[src/design/yppu_pkg.sv]
`default_nettype none
package yppu_pkg;

  // Field widths
  localparam int BYTE_W  = 8;
  localparam int ADDR_W  = 20;
  localparam int LUMA_W  = 20;
  localparam int CHROMA_W = 19;
  localparam int PHASE_W = 4;
  localparam int PLANE_W = 2;
  localparam int CFG_IDX_W = 1;
  localparam int CFG_DATA_W = 20;

  // Largest frame the buffer holds; larger sizes saturate here
  localparam logic [LUMA_W-1:0] MAX_LUMA = LUMA_W'(524288);
  localparam logic [LUMA_W-1:0] LUMA_RESET = LUMA_W'(442368);

  // Register indexes
  localparam logic [CFG_IDX_W-1:0] REG_MODE_411    = 1'b0;
  localparam logic [CFG_IDX_W-1:0] REG_LUMA_PIXELS = 1'b1;

  // Plane codes
  localparam logic [PLANE_W-1:0] PLANE_Y = 2'd0;
  localparam logic [PLANE_W-1:0] PLANE_U = 2'd1;
  localparam logic [PLANE_W-1:0] PLANE_V = 2'd2;

  // Last phase of each byte group
  localparam logic [PHASE_W-1:0] LAST_PHASE_422 = 4'd3;
  localparam logic [PHASE_W-1:0] LAST_PHASE_411 = 4'd11;

  // Settled configuration shared by the stages
  typedef struct packed {
    logic              mode_411;
    logic [LUMA_W-1:0] luma;     // saturated luma size, also the U plane base
    logic [ADDR_W-1:0] v_base;   // start of the V plane
  } cfg_t;

  // V plane base for a given size and mode
  function automatic logic [ADDR_W-1:0] v_base_of(input logic mode_411,
                                                  input logic [LUMA_W-1:0] luma);
    logic [ADDR_W-1:0] chroma;
    begin
      chroma = mode_411 ? ADDR_W'(luma >> 2) : ADDR_W'(luma >> 1);
      return ADDR_W'(luma) + chroma;
    end
  endfunction

  // Plane of a byte at a given phase of its group
  function automatic logic [PLANE_W-1:0] plane_of(input logic mode_411,
                                                  input logic [PHASE_W-1:0] phase);
    logic [PLANE_W-1:0] p;
    begin
      p = PLANE_Y;
      if (mode_411) begin
        case (phase)
          4'd0, 4'd4: p = PLANE_U;
          4'd2, 4'd6: p = PLANE_V;
          default:    p = PLANE_Y;
        endcase
      end else begin
        case (phase[1:0])
          2'd1:    p = PLANE_U;
          2'd3:    p = PLANE_V;
          default: p = PLANE_Y;
        endcase
      end
      return p;
    end
  endfunction

endpackage
`default_nettype wire

[src/design/yppu_cfg.sv]
`default_nettype none
module yppu_cfg (
  input  wire logic                               clk,
  input  wire logic                               rst,
  input  wire logic                               cfg_we,
  input  wire logic [yppu_pkg::CFG_IDX_W-1:0]     cfg_index,
  input  wire logic [yppu_pkg::CFG_DATA_W-1:0]    cfg_data,
  output yppu_pkg::cfg_t                          cfg,
  output logic                                    restart
);

  logic                          mode_411;
  logic [yppu_pkg::LUMA_W-1:0]   luma;
  logic [yppu_pkg::ADDR_W-1:0]   v_base;
  logic [yppu_pkg::LUMA_W-1:0]   luma_sat;

  // Clamp the incoming size to the buffer limit
  always_comb begin
    luma_sat = cfg_data[yppu_pkg::LUMA_W-1:0];
    if (luma_sat > yppu_pkg::MAX_LUMA) luma_sat = yppu_pkg::MAX_LUMA;
  end

  // Hold settled values; recompute the V base on every write
  always_ff @(posedge clk) begin
    if (rst) begin
      mode_411 <= 1'b0;
      luma     <= yppu_pkg::LUMA_RESET;
      v_base   <= yppu_pkg::v_base_of(1'b0, yppu_pkg::LUMA_RESET);
      restart  <= 1'b0;
    end else begin
      restart <= 1'b0;
      if (cfg_we) begin
        case (cfg_index)
          yppu_pkg::REG_MODE_411: begin
            mode_411 <= cfg_data[0];
            v_base   <= yppu_pkg::v_base_of(cfg_data[0], luma);
            restart  <= 1'b1;
          end
          yppu_pkg::REG_LUMA_PIXELS: begin
            luma    <= luma_sat;
            v_base  <= yppu_pkg::v_base_of(mode_411, luma_sat);
            restart <= 1'b1;
          end
          default: restart <= 1'b0;
        endcase
      end
    end
  end

  assign cfg.mode_411 = mode_411;
  assign cfg.luma     = luma;
  assign cfg.v_base   = v_base;

endmodule
`default_nettype wire

[src/design/yppu_map.sv]
`default_nettype none
module yppu_map (
  input  wire logic                             clk,
  input  wire logic                             rst,
  input  wire yppu_pkg::cfg_t                   cfg,
  input  wire logic                             restart,
  input  wire logic                             advance,
  output logic [yppu_pkg::PLANE_W-1:0]          plane,
  output logic [yppu_pkg::ADDR_W-1:0]           addr,
  output logic                                  last
);

  logic [yppu_pkg::PHASE_W-1:0]   phase;
  logic [yppu_pkg::LUMA_W-1:0]    luma_written;
  logic [yppu_pkg::CHROMA_W-1:0]  u_written;
  logic [yppu_pkg::CHROMA_W-1:0]  v_written;

  logic [yppu_pkg::PHASE_W-1:0]   phase_eff;
  logic [yppu_pkg::PHASE_W-1:0]   last_phase;
  logic [yppu_pkg::LUMA_W:0]      luma_next;
  logic                           group_end;

  // Pick plane and address for the byte at the current phase
  always_comb begin
    last_phase = cfg.mode_411 ? yppu_pkg::LAST_PHASE_411 : yppu_pkg::LAST_PHASE_422;
    phase_eff  = (phase > last_phase) ? '0 : phase;
    plane      = yppu_pkg::plane_of(cfg.mode_411, phase_eff);
    luma_next  = {1'b0, luma_written};
    case (plane)
      yppu_pkg::PLANE_Y: begin
        addr      = luma_written;
        luma_next = {1'b0, luma_written} + 1'b1;
      end
      yppu_pkg::PLANE_U: addr = cfg.luma + yppu_pkg::ADDR_W'(u_written);
      default:           addr = cfg.v_base + yppu_pkg::ADDR_W'(v_written);
    endcase
    group_end = (phase_eff == last_phase);
    last      = group_end && (luma_next >= {1'b0, cfg.luma});
  end

  // Advance the counters once per transfer; clear at frame end or on a write
  always_ff @(posedge clk) begin
    if (rst || restart) begin
      phase        <= '0;
      luma_written <= '0;
      u_written    <= '0;
      v_written    <= '0;
    end else if (advance) begin
      if (last) begin
        phase        <= '0;
        luma_written <= '0;
        u_written    <= '0;
        v_written    <= '0;
      end else begin
        phase <= group_end ? '0 : phase_eff + 1'b1;
        case (plane)
          yppu_pkg::PLANE_Y: luma_written <= luma_next[yppu_pkg::LUMA_W-1:0];
          yppu_pkg::PLANE_U: u_written    <= u_written + 1'b1;
          default:           v_written    <= v_written + 1'b1;
        endcase
      end
    end
  end

  // Frame end leaves every counter at zero
  a_last_clears: assert property (@(posedge clk) disable iff (rst)
    (advance && last && !restart) |=> (phase == '0 && luma_written == '0 &&
                                       u_written == '0 && v_written == '0))
    else $error("counters not cleared after frame end");

  // A register write restarts the frame
  a_restart_clears: assert property (@(posedge clk) disable iff (rst)
    restart |=> (phase == '0 && luma_written == '0))
    else $error("frame not restarted after register write");

  // The frame can only end on the closing byte of a group
  a_last_on_group_end: assert property (@(posedge clk) disable iff (rst)
    last |-> ((cfg.mode_411 && plane == yppu_pkg::PLANE_Y) ||
              (!cfg.mode_411 && plane == yppu_pkg::PLANE_V)))
    else $error("frame end away from group end");

  // In 4:2:2 mode, phase stays inside the 4:2:2 group once a mode change has settled
  a_phase_range: assert property (@(posedge clk) disable iff (rst)
    (!cfg.mode_411 && !restart) |-> (phase <= yppu_pkg::LAST_PHASE_422))
    else $error("phase beyond 4:2:2 group");

endmodule
`default_nettype wire

[src/design/yuv_packed_to_planar_unit.sv]
`default_nettype none
// Datapath: an input register and then a result register; a byte accepted into the input
//   register moves on into the result register when the result register is free.
// Throughput: one byte per cycle while out_ready holds; the plane/address step is a
//   single pass between the two registers, and both registers hand over in the same cycle they refill.
// Reset (rst, synchronous): empties both stages, restarts the frame counters,
//   and loads 4:2:2 mode with a luma size of 442368.
module yuv_packed_to_planar_unit (
  input  wire logic                              clk,
  input  wire logic                              rst,
  input  wire logic                              cfg_we,
  input  wire logic [yppu_pkg::CFG_IDX_W-1:0]    cfg_index,
  input  wire logic [yppu_pkg::CFG_DATA_W-1:0]   cfg_data,
  input  wire logic                              in_valid,
  output logic                                   in_ready,
  input  wire logic [yppu_pkg::BYTE_W-1:0]       in_byte,
  output logic                                   out_valid,
  input  wire logic                              out_ready,
  output logic [yppu_pkg::BYTE_W-1:0]            out_byte,
  output logic [yppu_pkg::PLANE_W-1:0]           plane,
  output logic [yppu_pkg::ADDR_W-1:0]            out_addr,
  output logic                                   frame_last
);

  yppu_pkg::cfg_t                      cfg;
  logic                                restart;

  logic                                s1_valid;
  logic [yppu_pkg::BYTE_W-1:0]         s1_byte;
  logic                                s1_advance;
  logic                                out_free;

  logic [yppu_pkg::PLANE_W-1:0]        map_plane;
  logic [yppu_pkg::ADDR_W-1:0]         map_addr;
  logic                                map_last;

  yppu_cfg u_cfg (
    .clk       (clk),
    .rst       (rst),
    .cfg_we    (cfg_we),
    .cfg_index (cfg_index),
    .cfg_data  (cfg_data),
    .cfg       (cfg),
    .restart   (restart)
  );

  yppu_map u_map (
    .clk     (clk),
    .rst     (rst),
    .cfg     (cfg),
    .restart (restart),
    .advance (s1_advance),
    .plane   (map_plane),
    .addr    (map_addr),
    .last    (map_last)
  );

  // Handshake: each stage refills in the cycle it hands over
  assign out_free   = !out_valid || out_ready;
  assign s1_advance = s1_valid && out_free;
  assign in_ready   = !s1_valid || out_free;

  // Input register
  always_ff @(posedge clk) begin
    if (rst) begin
      s1_valid <= 1'b0;
    end else if (in_ready) begin
      s1_valid <= in_valid;
    end
  end

  always_ff @(posedge clk) begin
    if (in_ready && in_valid) s1_byte <= in_byte;
  end

  // Result register
  always_ff @(posedge clk) begin
    if (rst) begin
      out_valid <= 1'b0;
    end else if (out_free) begin
      out_valid <= s1_valid;
    end
  end

  always_ff @(posedge clk) begin
    if (s1_advance) begin
      out_byte   <= s1_byte;
      plane      <= map_plane;
      out_addr   <= map_addr;
      frame_last <= map_last;
    end
  end

endmodule
`default_nettype wire
[config.mk]
export PLATFORM = sky130hd
export DESIGN_NAME = yuv_packed_to_planar_unit
export DESIGN_NICKNAME = d
export VERILOG_FILES = /design/src/design/yppu_pkg.sv /design/src/design/yppu_cfg.sv /design/src/design/yppu_map.sv /design/src/design/yuv_packed_to_planar_unit.sv
export SDC_FILE = /design/constraint.sdc
export NUM_CORES = 1
export LEC_CHECK = 0
export BUFFER_PORTS_ARGS = -buffer_cell sky130_fd_sc_hd__buf_2
export CAP_MARGIN = 10
export CORE_ASPECT_RATIO = 0.7
export CORE_MARGIN = 8
export CORE_UTILIZATION = 46
export CTS_CLUSTER_SIZE = 14
export DETAILED_ROUTE_END_ITERATION = 8
export GPL_ROUTABILITY_DRIVEN = 0
export HOLD_SLACK_MARGIN = 0.06
export PLACE_DENSITY = 0.65
export SLEW_MARGIN = 5
export SYNTH_ARGS = -nofsm -noshare
export SYNTH_HDL_FRONTEND = slang
export SYNTH_HIERARCHICAL = 1
export SYNTH_SLANG_ARGS = --single-unit
[constraint.sdc]
create_clock -name clk -period 5.1 [get_ports clk]
set_input_delay 1.02 -clock clk [delete_from_list [all_inputs] [get_ports clk]]
set_output_delay 1.02 -clock clk [all_outputs]
set_load 0.03 [all_outputs]
==> out/qor.yml, run 1 <==
grt_antenna_before_repair: 0
status: "finished clean"
grt_util_all_layers_pct: 20.7
timing.critical_path.from_type: "register"
timing.final.setup_violations: 0
yosys_warns: 6
floorplan.die_area_um2: 30400
overflow: 0
layout-drive-gt1-share_pct: 14.4
clock.fmax_mhz: 207
ys_top_cells_by_area: "sky130_fd_sc_hd__dfxtp_1 18%, sky130_fd_sc_hd__ha_1 12%, sky130_fd_sc_hd__edfxtp_1 10%, sky130_fd_sc_hd__nand2_1 4.4%, sky130_fd_sc_hd__xor2_1 4.3%"
cts_root_buf: "sky130_fd_sc_hd__clkbuf_16"
wl_per_cell_um: 18.3
filler_cell_count: 2316
cp_top_family: "compound AO/OA/AOI/OAI gates"
flow.area_growth_from_synthesis_pct: 11.3
async_reset_ff_share_pct: 0
floorplan.initialDensity_pct: 46.7
crit_path_cell_trace: "inv_1, ha_1, nand3_2, a22oi_2, nand2_1, inv_1, ha_1, nor3_1, a311o_2, nand4_1, buf_4, nor2_1, xor2_1, ha_1, nand4_1, nor4_1, o211ai_1, nand3_2, o311a_4, buf_4, nor3_1, mux2_2"
p_switching_uw: 840
final-hold-violation-count: 0
drt_pre_antenna_iters: 5
r2r_start: "u_cfg/mode_411$_SDFFE_PP0P_"
power_per_unit_of_standard_cell_area_nw_per_um2: 230
clock-sinks: 145
grt_first_pass_wirelength_mm: 50.9
max-slew-margin-rel_pct: 38.3
worst_case_hold_path_end_point: "out_byte[5]$_DFFE_PP_"
final.setup.tns_ps: 0
avgViaCountPerCell: 5.85
irDropWorstVdd_mv: 0.226
synth_top_cell_by_area: "sky130_fd_sc_hd__dfxtp_1"
numPortBuffers: 66
dp.final_hpwl_mm: 24.4
synthesized_nets: 1489
seqCellArea_um2: 3290
ys_dominant_reg_cell: "sky130_fd_sc_hd__dfxtp_1"
top_cells_by_count_synth: "136 x sky130_fd_sc_hd__nand2_1, 111 x sky130_fd_sc_hd__nor2_1, 106 x sky130_fd_sc_hd__dfxtp_1, 106 x sky130_fd_sc_hd__ha_1, 94 x sky130_fd_sc_hd__a21oi_1"
timing.clock.skew_ps: 7.29
crit_path_max_fanout: 10
stdcell_count: 1738
post-place-cells: 1705
power_frac_comb_pct: 16.8
clk_pwr_share_pct: 40.6
slowest_delay_ps: 470
cp-end-kind: "register"
worstMarginPinSlew_ps: 925
yosysMostFrequentCell: "sky130_fd_sc_hd__nand2_1"
cts_tree: "done"
switching_share_pct: 28.5
vias: 10173
number_of_distinct_standard_cells_referenced_by_the_synthesized_netlist: 93
post-route-min-period_ps: 4820
timing.final.crit_share_pct: 94.5
die_h_um: 148
timing_max_transition_violations_final: 0
average_cell_area_after_synthesis_um2: 8.56
synth_top_area_share_pct: 18.4
critical_path.n_buffers_inverters: 4
grt_start_max_net_pins: 41
drt_iter0_drc: 788
critical_path_class: "reg -> reg"
timing.reg2reg.worst_path_depth: 22
clk_transition_reported_paths_ps: 60
worstHoldStart: "s1_byte[5]$_DFFE_PP_"
internal-power_mw: 2.11
fp.coreArea_um2: 24600
crit_top_cell: "sky130_fd_sc_hd__ha_1"
leakagePower_nw: 5.38
cap_viol_max_count: 0
fp-row-count: 48
syn_area_um2: 11500
slowest_stage: "sky130_fd_sc_hd__a311o_2"
cp.arrival_ps: 5200
tritoncts.num_buffers: 17
synth.yosys.seq_area_share_pct: 28.6
post-route-cell-area_um2: 12800
drc: 0
seq_power_share_pct: 42.6
synth_enable_flop_cells: 39
synth.ff_latch_count: 145
min-delay-path-class: "reg -> reg"
r2r_slack_ps: 280
ant_nets: 0
antennaDiodeCount: 0
cts-root-to-sink-buffers: 2
cts_hold_buf: 0
clkLatencyLatePin_ps: 430
post_synth_inst_count: 1345
floorplan_die_width_um: 205
postPlaceCellArea_um2: 12200
detail_route.wirelength_mm: 31.9
worstReg2RegEnd: "u_map/v_written[0]$_SDFFE_PP0P_"
timing.critical_path.required_ps: 5480
total_power_mw: 2.95
num_io_pins: 67
multiInputGateArea_um2: 7780
num-nets-final: 1544
grt_pass1_vias: 9397
min_delay_path_depth: 0
ctsHtreeMaxLevel: 4
-- placed cells by master, fill, tap and decap left out, types with 39 or more instances in the layout --
master,netlist,final
sky130_fd_sc_hd__nor2_1,111,109
sky130_fd_sc_hd__inv_1,57,57
sky130_fd_sc_hd__xor2_1,56,56
sky130_fd_sc_hd__o21ai_0,74,74
sky130_fd_sc_hd__ha_1,106,106
sky130_fd_sc_hd__edfxtp_1,39,39
sky130_fd_sc_hd__xnor2_1,53,53
sky130_fd_sc_hd__nand2_1,136,135
sky130_fd_sc_hd__dfxtp_1,106,106
sky130_fd_sc_hd__buf_2,8,66
sky130_fd_sc_hd__a21oi_1,94,94
-- worst max path at each step --
| stage | from | endpoint | slack [ps] | cells after the start |
|---|---|---|---|---|
| 2_1_floorplan | u_cfg/mode_411$_SDFFE_PP0P_ | u_map/u_written[10]$_SDFFE_PP0P_ | 470 | 23 |
| 3_3_place_gp | u_cfg/mode_411$_SDFFE_PP0P_ | u_map/u_written[16]$_SDFFE_PP0P_ | 8 | 21 |
| 3_5_place_dp | u_cfg/mode_411$_SDFFE_PP0P_ | u_map/u_written[18]$_SDFFE_PP0P_ | -120 | 20 |
| 4_1_cts | u_cfg/mode_411$_SDFFE_PP0P_ | u_map/u_written[16]$_SDFFE_PP0P_ | 180 | 20 |
| 5_1_grt | u_cfg/mode_411$_SDFFE_PP0P_ | u_map/v_written[4]$_SDFFE_PP0P_ | -7 | 21 |
| 6_report | u_cfg/mode_411$_SDFFE_PP0P_ | u_map/v_written[0]$_SDFFE_PP0P_ | 280 | 22 |
-- power by group through the flow --
stage,clock [mW],sequential [mW],combinational (mW)
floorplan,0,1.29,0.336
global route,1.27,1.26,0.543
CTS,1.22,1.26,0.489
finish,1.20,1.26,0.497
global placement,0,1.28,0.479
detailed placement,0,1.28,0.485
-- layout make-up --
cell class	count	share of cell area, %
multi-input combinational	1085	60.8
sequential	145	25.7
timing repair buffer	92	4.33
clock buffer	21	3.61
tap	325	3.17
inverter	59	1.73
clock inverter	11	0.693
-- sequential cells by signal, indices dropped and copies added (netlist names), 2 cells and up --
signal              count
u_map/phase             4
out_addr               20
u_cfg/luma             20
s1_byte                 8
u_map/luma_written     20
u_map/v_written        19
plane                   2
u_cfg/v_base           20
u_map/u_written        19
out_byte                8
-- what timing repair did --
| action | 4_1_cts | 5_1_grt |
|---|---|---|
| setup endpoints to repair | 5 | 55 |
| pin swaps | 0 | 5 |
| gates cloned | 0 | 0 |
| gates resized for setup | 1 | 11 |
| setup buffers | 0 | 1 |
-- routing by layer --
layer / routed length, µm / global-route usage, %
met5: 0 / 0
met1: 16400 / 31.5
met2: 12600 / 28.4
met4: 580 / 6.52
met3: 2400 / 4.33
-- worst register-to-register path: cells and delay by family, from the launching register on --
| kind | cells | cell delay, ps |
|---|---|---|
| buffers and inverters | 4 | 570 |
| adders and majority gates | 3 | 860 |
| xor gates and xnor gates | 1 | 140 |
| and+or+nand+nor | 9 | 1270 |
| muxes | 1 | 210 |
| AOI/OAI and AO/OA | 4 | 1390 |
| DFF | 1 | 330 |
-- cells by family (layout without fill, tap and decap cells) --
group | after synthesis | count (layout) | synth area share (%)
XOR/XNOR | 109 | 109 | 8.30
adder cells (fa/ha/maj) | 110 | 110 | 12.2
flip-flops | 145 | 145 | 28.6
buffers and inverters | 115 | 183 | 4.29
AND/OR/NAND/NOR | 458 | 458 | 20.3
AO/OA/AOI/OAI | 363 | 363 | 22.0
multiplexers | 45 | 45 | 4.21
-- per-stage QoR --
step                utilization [%]  hold slack, ps  worst slack (ps)
floorplan                         -             400               471
global placement               49.5             401              8.05
CTS                            51.7             419               178
finish                         52.0             417               279
detailed placement             49.5             405              -121
global route                   52.0             434             -7.15
No activity file was read; power rests on OpenSTA's default activity.
==> run 2, diff against run 1 <==
--- a/config.mk
+++ b/config.mk
@@ -18,5 +18,4 @@
 export SLEW_MARGIN = 5
 export SYNTH_ARGS = -nofsm -noshare
 export SYNTH_HDL_FRONTEND = slang
-export SYNTH_HIERARCHICAL = 1
 export SYNTH_SLANG_ARGS = --single-unit
==> out/qor.yml, run 2 <==
cts-root-to-sink-buffers: 2
fin_ws_ps: 19.5
layout-drive-gt1-share_pct: 18.4
min-delay-path-class: "reg -> reg"
timing.clock.skew_ps: 11.5
cp_top_family: "simple AND/OR/NAND/NOR gates"
top_cells_by_count_synth: "133 x sky130_fd_sc_hd__nand2_1, 123 x sky130_fd_sc_hd__nor2_1, 107 x sky130_fd_sc_hd__a21oi_1"
grt_start_max_net_pins: 43
timing.final.crit_share_pct: 99.6
minimum_hold_slack_ps: 419
yosysMostFrequentCell: "sky130_fd_sc_hd__nand2_1"
critical_path_class: "reg -> reg"
yosys_warns: 0
synth_fa_ha_area_share_pct: 12.8
clkLatencyLatePin_ps: 440
crit_top_cell: "sky130_fd_sc_hd__nand4_1"
synth_top_area_share_pct: 19.3
average_cell_area_after_synthesis_um2: 8.13
overflow: 0
floorplan.die_area_um2: 29200
die_h_um: 145
irDropWorstVdd_mv: 0.245
post_synth_and_or_nand_nor_area_fraction_pct: 20.8
drt_iter0_drc: 1111
post_synthesis_share_of_cell_area_spent_on_xor_and_xnor_gates_pct: 7.47
finish.utilization_pct: 56.2
async_reset_ff_share_pct: 0
cp.arrival_ps: 5460
num_io_pins: 67
stdcell_count: 1783
cts_hold_buf: 0
flow.area_growth_from_synthesis_pct: 20.3
tritoncts.num_buffers: 17
synth.ff_latch_count: 145
leakagePower_nw: 5.57
timing.final.setup_violations: 0
crit_path_cell_trace: "inv_2, ha_4, nand3_4, a22oi_2, nand2_2, ha_4, or2_4, a31oi_4, nand4_1, nor2_2, nand4_1, xnor2_2, ha_1, and3_4, nand4_1, a21o_1, a311oi_2, nor3_2, or4b_4, or4_4, a21oi_2"
grt_antenna_before_repair: 0
r2r_start: "u_cfg.mode_411$_SDFFE_PP0P_"
synth-compound-area-share_pct: 22.9
clock.fmax_mhz: 197
drt_pre_antenna_iters: 6
fp.coreArea_um2: 23600
layout_commonest_cell: "sky130_fd_sc_hd__nand2_1"
antennaDiodeCount: 0
drc: 0
avgViaCountPerCell: 6.00
number_of_distinct_standard_cells_referenced_by_the_synthesized_netlist: 73
wl_per_cell_um: 19.8
cts_tree: "done"
worst_case_hold_path_end_point: "out_byte[1]$_DFFE_PP_"
layout.cells.most_common_list: "127 x sky130_fd_sc_hd__nand2_1, 117 x sky130_fd_sc_hd__nor2_1, 104 x sky130_fd_sc_hd__dfxtp_1"
power_per_unit_of_standard_cell_area_nw_per_um2: 243
numPortBuffers: 66
grt_util_all_layers_pct: 22.7
min_delay_path_depth: 0
dp.final_hpwl_mm: 26.7
status: "finished clean"
ant_nets: 0
yosys-mux-area-fraction_pct: 1.50
grt_setup_unrepaired: "true"
synth_enable_flop_cells: 39
dp_worst_setup_slack_ps: -131
post_synth_inst_count: 1356
synthesized_nets: 1500
worstReg2RegEnd: "u_map.u_written[12]$_SDFFE_PP0P_"
vias: 10694
slowest_delay_ps: 590
cap_viol_max_count: 0
clk_transition_reported_paths_ps: 70
final-hold-violation-count: 0
ys_top_cells_by_area: "sky130_fd_sc_hd__dfxtp_1 19%, sky130_fd_sc_hd__ha_1 12%, sky130_fd_sc_hd__edfxtp_1 11%, sky130_fd_sc_hd__xnor2_1 5.0%, sky130_fd_sc_hd__a21oi_1 4.9%"
detail_route.wirelength_mm: 35.3
max-slew-margin-rel_pct: 52.2
worstMarginPinSlew_ps: 699
r2r_slack_ps: 20
timing.reg2reg.worst_path_depth: 21
combinational_family_with_the_most_area_after_synthesis: "compound AO/OA/AOI/OAI gates"
synth.yosys.seq_area_share_pct: 29.9
grt_pass1_vias: 9530
critical_path.n_buffers_inverters: 1
syn_area_um2: 11000
slowest_stage: "sky130_fd_sc_hd__or4b_4"
floorplan_die_width_um: 201
clock-sinks: 145
floorplan.initialDensity_pct: 46.7
crit_path_max_fanout: 5
timing_max_transition_violations_final: 0
ctsHtreeMaxLevel: 4
cts_root_buf: "sky130_fd_sc_hd__clkbuf_16"
grt_first_pass_wirelength_mm: 53.0
timing.critical_path.required_ps: 5480
post-place-cells: 1724
post-route-min-period_ps: 5080
cp-end-kind: "register"
total_power_mw: 3.22
synth_top_cell_by_area: "sky130_fd_sc_hd__dfxtp_1"
fp-row-count: 47
timing.critical_path.from_type: "register"
ys_dominant_reg_cell: "sky130_fd_sc_hd__dfxtp_1"
num-nets-final: 1596
worstHoldStart: "s1_byte[1]$_DFFE_PP_"
-- run 2: routing by layer --
metal  track usage [%]  part of all wire (%)
met4              5.21                   1.4
met3              5.09                   9.4
met1              33.5                    47
met5                 0                     0
met2              33.0                    42
-- run 2: where the power goes --
part / leakage, nW / internal (mW) / switching, mW / total, mW
Sequential: 1.24 / 1.22 / 0.0315 / 1.25
Combinational: 4.01 / 0.206 / 0.346 / 0.553
Clock: 0.316 / 0.875 / 0.544 / 1.42
Total: 5.57 / 2.30 / 0.922 / 3.22
-- run 2: per-stage QoR --
stage | area, µm² | TNS [ps]
finish | 13300 | 0
global route | 13300 | -3240
CTS | 12600 | 0
detailed placement | 11900 | -3220
global placement | 11900 | -34.3
floorplan | 11100 | 0
-- run 2: worst register-to-register path, stage by stage (launching register included) --
cell and delay, ps:
sky130_fd_sc_hd__dfxtp_2 330, sky130_fd_sc_hd__inv_2 50, sky130_fd_sc_hd__ha_4 290, sky130_fd_sc_hd__nand3_4 90
sky130_fd_sc_hd__a22oi_2 280, sky130_fd_sc_hd__nand2_2 170, sky130_fd_sc_hd__ha_4 200, sky130_fd_sc_hd__or2_4 250
sky130_fd_sc_hd__a31oi_4 170, sky130_fd_sc_hd__nand4_1 220, sky130_fd_sc_hd__nor2_2 180, sky130_fd_sc_hd__nand4_1 160
sky130_fd_sc_hd__xnor2_2 200, sky130_fd_sc_hd__ha_1 320, sky130_fd_sc_hd__and3_4 190, sky130_fd_sc_hd__nand4_1 120
sky130_fd_sc_hd__a21o_1 200, sky130_fd_sc_hd__a311oi_2 330, sky130_fd_sc_hd__nor3_2 130, sky130_fd_sc_hd__or4b_4 590
sky130_fd_sc_hd__or4_4 430, sky130_fd_sc_hd__a21oi_2 120
-- run 2: area by class of cell --
class / count / area (µm²)
clock buffers: 17 / 425
clock inverters: 15 / 234
fillers: 2120 / 10300
inverters: 78 / 300
multi-input cells: 1079 / 7640
flip-flops and latches: 145 / 3300
well taps: 318 / 398
repair buffers: 131 / 966
-- run 2: cell families after synthesis --
kind of cell,after synthesis
AO/OA/AOI/OAI,387
XOR/XNOR,94
adder cells (fa/ha/maj),110
buffers and inverters,132
flip-flops,145
multiplexers,16
AND/OR/NAND/NOR,472
-- run 2: timing repair --
action                                  in CTS  in global routing
pin swaps                                   12                 58
endpoints found under the setup margin      43                 58
setup buffers                                6                 20
gates resized for setup                      8                 96
gates cloned                                 0                  3
-- run 2: worst max-delay path by stage --
stage	from	to	cells after the start	slack (ps)
6_report	u_cfg.mode_411$_SDFFE_PP0P_	u_map.u_written[12]$_SDFFE_PP0P_	21	20
4_1_cts	u_cfg.mode_411$_SDFFE_PP0P_	u_map.u_written[16]$_SDFFE_PP0P_	22	5
2_1_floorplan	u_cfg.mode_411$_SDFFE_PP0P_	u_map.u_written[14]$_SDFFE_PP0P_	23	3
3_5_place_dp	u_cfg.mode_411$_SDFFE_PP0P_	u_map.v_written[6]$_SDFFE_PP0P_	24	-130
3_3_place_gp	u_cfg.mode_411$_SDFFE_PP0P_	u_map.u_written[10]$_SDFFE_PP0P_	24	-30
5_1_grt	u_cfg.mode_411$_SDFFE_PP0P_	u_map.u_written[12]$_SDFFE_PP0P_	21	-180
